<file path="src/rtl/core/nkmt_ram.sv">
`default_nettype none
// ----------------------------------------------------------------------------
// nkmt_ram
// generic single write port, single read port ram with registered read data
// ----------------------------------------------------------------------------
module nkmt_ram #(
   parameter int WIDTH = 8,
   parameter int DEPTH = 16
) (
   input  wire logic                                     clock,
   input  wire logic                                     wr_en,
   input  wire logic [((DEPTH > 1) ? $clog2(DEPTH) : 1)-1:0] wr_addr,
   input  wire logic [WIDTH-1:0]                         wr_data,
   input  wire logic                                     rd_en,
   input  wire logic [((DEPTH > 1) ? $clog2(DEPTH) : 1)-1:0] rd_addr,
   output      logic [WIDTH-1:0]                         rd_data
);

   logic [WIDTH-1:0] mem_ff [DEPTH];

   always_ff @(posedge clock) begin
      if (wr_en) begin
         mem_ff[wr_addr] <= wr_data;
      end
      if (rd_en) begin
         rd_data <= mem_ff[rd_addr];
      end
   end

endmodule : nkmt_ram
`default_nettype wire

</file>
<file path="config.mk">
export PLATFORM = sky130hd
export DESIGN_NAME = nkmt_ram
export DESIGN_NICKNAME = d
export VERILOG_FILES = /design/src/rtl/core/nkmt_ram.sv
export SDC_FILE = /design/constraint.sdc
export NUM_CORES = 1
export LEC_CHECK = 0
export BUFFER_PORTS_ARGS = -buffer_cell sky130_fd_sc_hd__buf_2
export CAP_MARGIN = 5
export CORE_UTILIZATION = 60
export DETAILED_ROUTE_END_ITERATION = 7
export PLACE_DENSITY = 0.74
export SYNTH_ARGS = -nofsm -noshare
export SYNTH_HDL_FRONTEND = slang
export SYNTH_SLANG_ARGS = --single-unit
</file>
<file path="constraint.sdc">
create_clock -name clock -period 2.4 [get_ports clock]
set_input_delay 0.12 -clock clock [delete_from_list [all_inputs] [get_ports clock]]
set_output_delay 0.12 -clock clock [all_outputs]
set_load 0.01 [all_outputs]
</file>
## Word-level counts from Yosys, hierarchy flattened

Memory sizes are Yosys's and may differ from the RTL's. A register that Yosys moved wholly into a read port is not among the register bits.
Index checks and enable logic that the tools add are counted.

- Latch bits: 0
- Register bits after elaboration: 0
- Bits in writable memories: 128
- ROM bits: 0
- Output and inout bits: 8
- Logic and storage cells: 3
- Input port bits: 19
- Memories kept: 1

Memories:

| memory | depth | width | read ports | clocked after memory_dff | write ports | RTL line | source |
|---|---|---|---|---|---|---|---|
| mem_ff | 16 | 8 | 1 | 1 | 1 | 19 | `logic [WIDTH-1:0] mem_ff [DEPTH];` |

- Eq/ne operators: 0
- Reductions and logical operators: 0
- Shift-type cells: 0
- Bitwise gates (word level): 0
- Mux-type cells: 2
- $mul: 0
- Divide/modulo/power cells: 0
- Add/sub/neg operators: 0
- Order comparisons: 0

Operator list:

| cell | count |
|---|---|
| $mux 1 | 2 |

## Longest topological paths before layout

- Depth after elaboration: 2
- Mapped depth: 5
- Depth with buffers taken out: 3

## Worst setup path after synthesis

No wires, ideal clock.

- Path kind: input to register
- Start point: in wr_addr[2] (netlist bit)
- End point: mem mem_ff[0][0] (enable)
- Stages: 2
- Arrival: 1.230 ns
- Slack: 0.787 ns
- Library setup time: 0.383 ns
- Buffers on the path: 0
- Data required time: 2.017 ns
- Cells stage by stage: or3b_2 > nor3_1

RTL lines:

| element | RTL line | source |
|---|---|---|
| start, declared | 12 | `input wire logic [((DEPTH > 1) ? $clog2(DEPTH) : 1)-1:0] wr_addr,` |
| end, declared | 19 |  |

Straight into the memory's write port.

==> impl_results.md <==
* Core Rows at 33
* Die area at 9090 sq um
* Max Slew Vio Count at 0
* DRT Wirelength at 9850 microns
* Max Buffers Root-to-Sink at 2
* TritonCTS clock tree: done
* Number of fill cells at 491
* CP max FO at 1
* Final Cycle Share at 65.0%
* Clk Latency, worst-skew pair at 0.51 ns
* DPL Wire Length at 5840 microns
* Worst hold path depth at 1
* Commonest non-fill, non-tap cell in the layout: edfxtp_1
* Worst R2R Path Depth at 3
* Drt pass-1 iters at 5
* Syn_nets at 248
* GRT Util Overall at 24.2%
* Final setup TNS at 0 ns
* DR vias at 2501
* Cell internal pwr at 0.00413 W
* CTS H-tree depth at 4
* Vias/cell at 6.32
* Postcts setup bufs at 0
* Worst Clk Skew at 0.00668 ns
* Sink Count at 136
* Initial core utilization at 62.7%
* Most frequent cells in the layout: edfxtp_1 (136), buf_2 (26), mux4_2 (18)
* Dpl cells at 362
* Synthesis-to-finish area growth at 16.2%
* Yosys Warn Count at 0
* Total gr overflow at 0
* Mean post-synth cell area at 22.8 sq um
* DRC violations left at 0
* Synthesized flop and latch total at 136
* Syn Inst Count at 229
* Combinational power share at 4.9%
* Layout cells sized above 1 at 29.6%
* Util after Layout at 72.8%
* Status: finished clean
* Post-synthesis sequential area ratio at 78.1%
* Fmax at 0.641 GHz
* Finished Layout Cells at 396
* I/O Buffers at 26
* Type of origin of the critical path: flop
* WHS at 0.0196 ns
* Placeable Area at 8340 sq um
* Worst Max-Slew Pin Slew at 0.830 ns
* HP Class: input pin to flop
* Post-Place Worst Slack at 0.600 ns
* Initial antenna violation count at 0
* Rel. slew slack at 44.5%
* Clock slew at reported path FFs at 0.06 ns
* Required time of the critical path at 2.66 ns
* Clk pwr share at 43.4%
* Total net switching power at 0.00108 W
* Switch share at 20.7%
* RSZ-0062 raised after global routing: no
* VDD IR-drop max at 0.000543 V
* Leak Pwr at 2.05 nW
* Top-Level Pins at 27
* WL per Instance at 24.9 microns
* Hold Vio Cnt, Final at 0
* Final net count at 298
* Tmin final at 1.56 ns
* Chip width at 95.3 microns
* Drt first-iter violations at 234
* Sequential Power Share at 51.7%
* Crit. End Element: flop
* PwrDens at 857 nW/um^2
* Kind of critical path: flop to flop
* Final setup vio count at 0
* Max_cap viols at 0
* Largest net degree at the start of global routing at 33
* First-pass GRT wire length at 14400 microns
* Root buf cell: clkbuf_8
* Syn Std Cell Area at 5230 sq um
* Antenna Nets Post-Route at 0
* Routability congestion estimate at 0.732
* Crit path arrival time at 1.82 ns
* Vias in the first global route at 2416
* Netlist cell types at 18
* Die height at 95.3 microns
* N_diodes at 0
* Num CTS Buffers at 17
* Worst setup margin at 0.839 ns
## worst max-delay path: stages (launching register included)
cell and delay, ns:
edfxtp_1 0.36, mux4_1 0.55, a22oi_1 0.31, nand2_1 0.08
## final cells by class
| type | instances | area (sq um) | area share [%] |
|---|---|---|---|
| clock buffer | 17 | 414 | 6.82 |
| sequential | 136 | 4080 | 67.2 |
| multi-input combinational | 83 | 1060 | 17.4 |
| tap | 105 | 131 | 2.16 |
| clock inverter | 14 | 111 | 1.83 |
| timing repair buffer | 41 | 275 | 4.53 |
## sequential cells by signal, summed over array words and instances (netlist names)
| register | flops |
|---|---|
| mem_ff | 128 |
| rd_data | 8 |
## metal layers
metal	vias up	track usage, %	wire, microns
met5	-	0	0
met4	0	10.4	168
met3	14	5.90	679
li1	1080	-	-
met1	1292	35.1	4330
met2	115	35.6	4670
## kinds of logic (layout without fill, tap and decap cells)
family          after synthesis  after routing  synth area share, %
mux                          32             32                 14.8
compound gates               16             16                 2.30
buf+inv                      10             72                 1.65
simple gates                 35             35                 3.14
flops                       136            136                 78.1
## Yosys cell counts
master	count	area share (%)
and2b_1	1	0.14
edfxtp_1	136	78
nand3_1	1	0.096
clkdlybuf4s25_2	3	0.57
nor2_1	13	0.93
mux4_1	14	7.0
buf_2	3	0.29
nand2b_1	2	0.24
nor2b_1	1	0.12
or3b_2	1	0.17
mux4_2	18	7.8
and2_1	1	0.12
buf_6	3	0.65
buf_4	1	0.14
nand3b_1	2	0.29
nor3_1	4	0.38
nand2_1	9	0.65
a22oi_1	16	2.3
## per-stage QoR
stage	power (W)	instance area, sq um
CTS	0.00522	6070
detailed placement	0.00299	5520
finish	0.00521	6070
floorplan	0.00288	5230
global placement	0.00298	5520
global route	0.00534	6070
## worst paths after layout
kind / startpoint / to / slack, ns
min: wr_data[3] / mem_ff[14][3] / 0.02
max: mem_ff[1][3] / rd_data[3] / 0.84
max reg2reg: mem_ff[1][3] / rd_data[3] / 0.84
min reg2reg: mem_ff[15][6] / rd_data[6] / 0.75
## power groups by stage
stage / combinational [W] / sequential, W / clock, W
2_1_floorplan: 0.000135 / 0.00274 / 0
3_3_place_gp: 0.000243 / 0.00274 / 0
3_5_place_dp: 0.000248 / 0.00274 / 0
4_1_cts: 0.000256 / 0.00269 / 0.00227
5_1_grt: 0.000272 / 0.00270 / 0.00237
6_report: 0.000254 / 0.00269 / 0.00226
## repair_timing
| item | CTS | global route |
|---|---|---|
| endpoints found under the setup margin | 0 | 0 |
| gates resized for setup | 0 | 0 |
| hold buffers | 3 | 0 |
| hold endpoints to repair | 28 | 0 |
(Power assumes the default switching activity.)
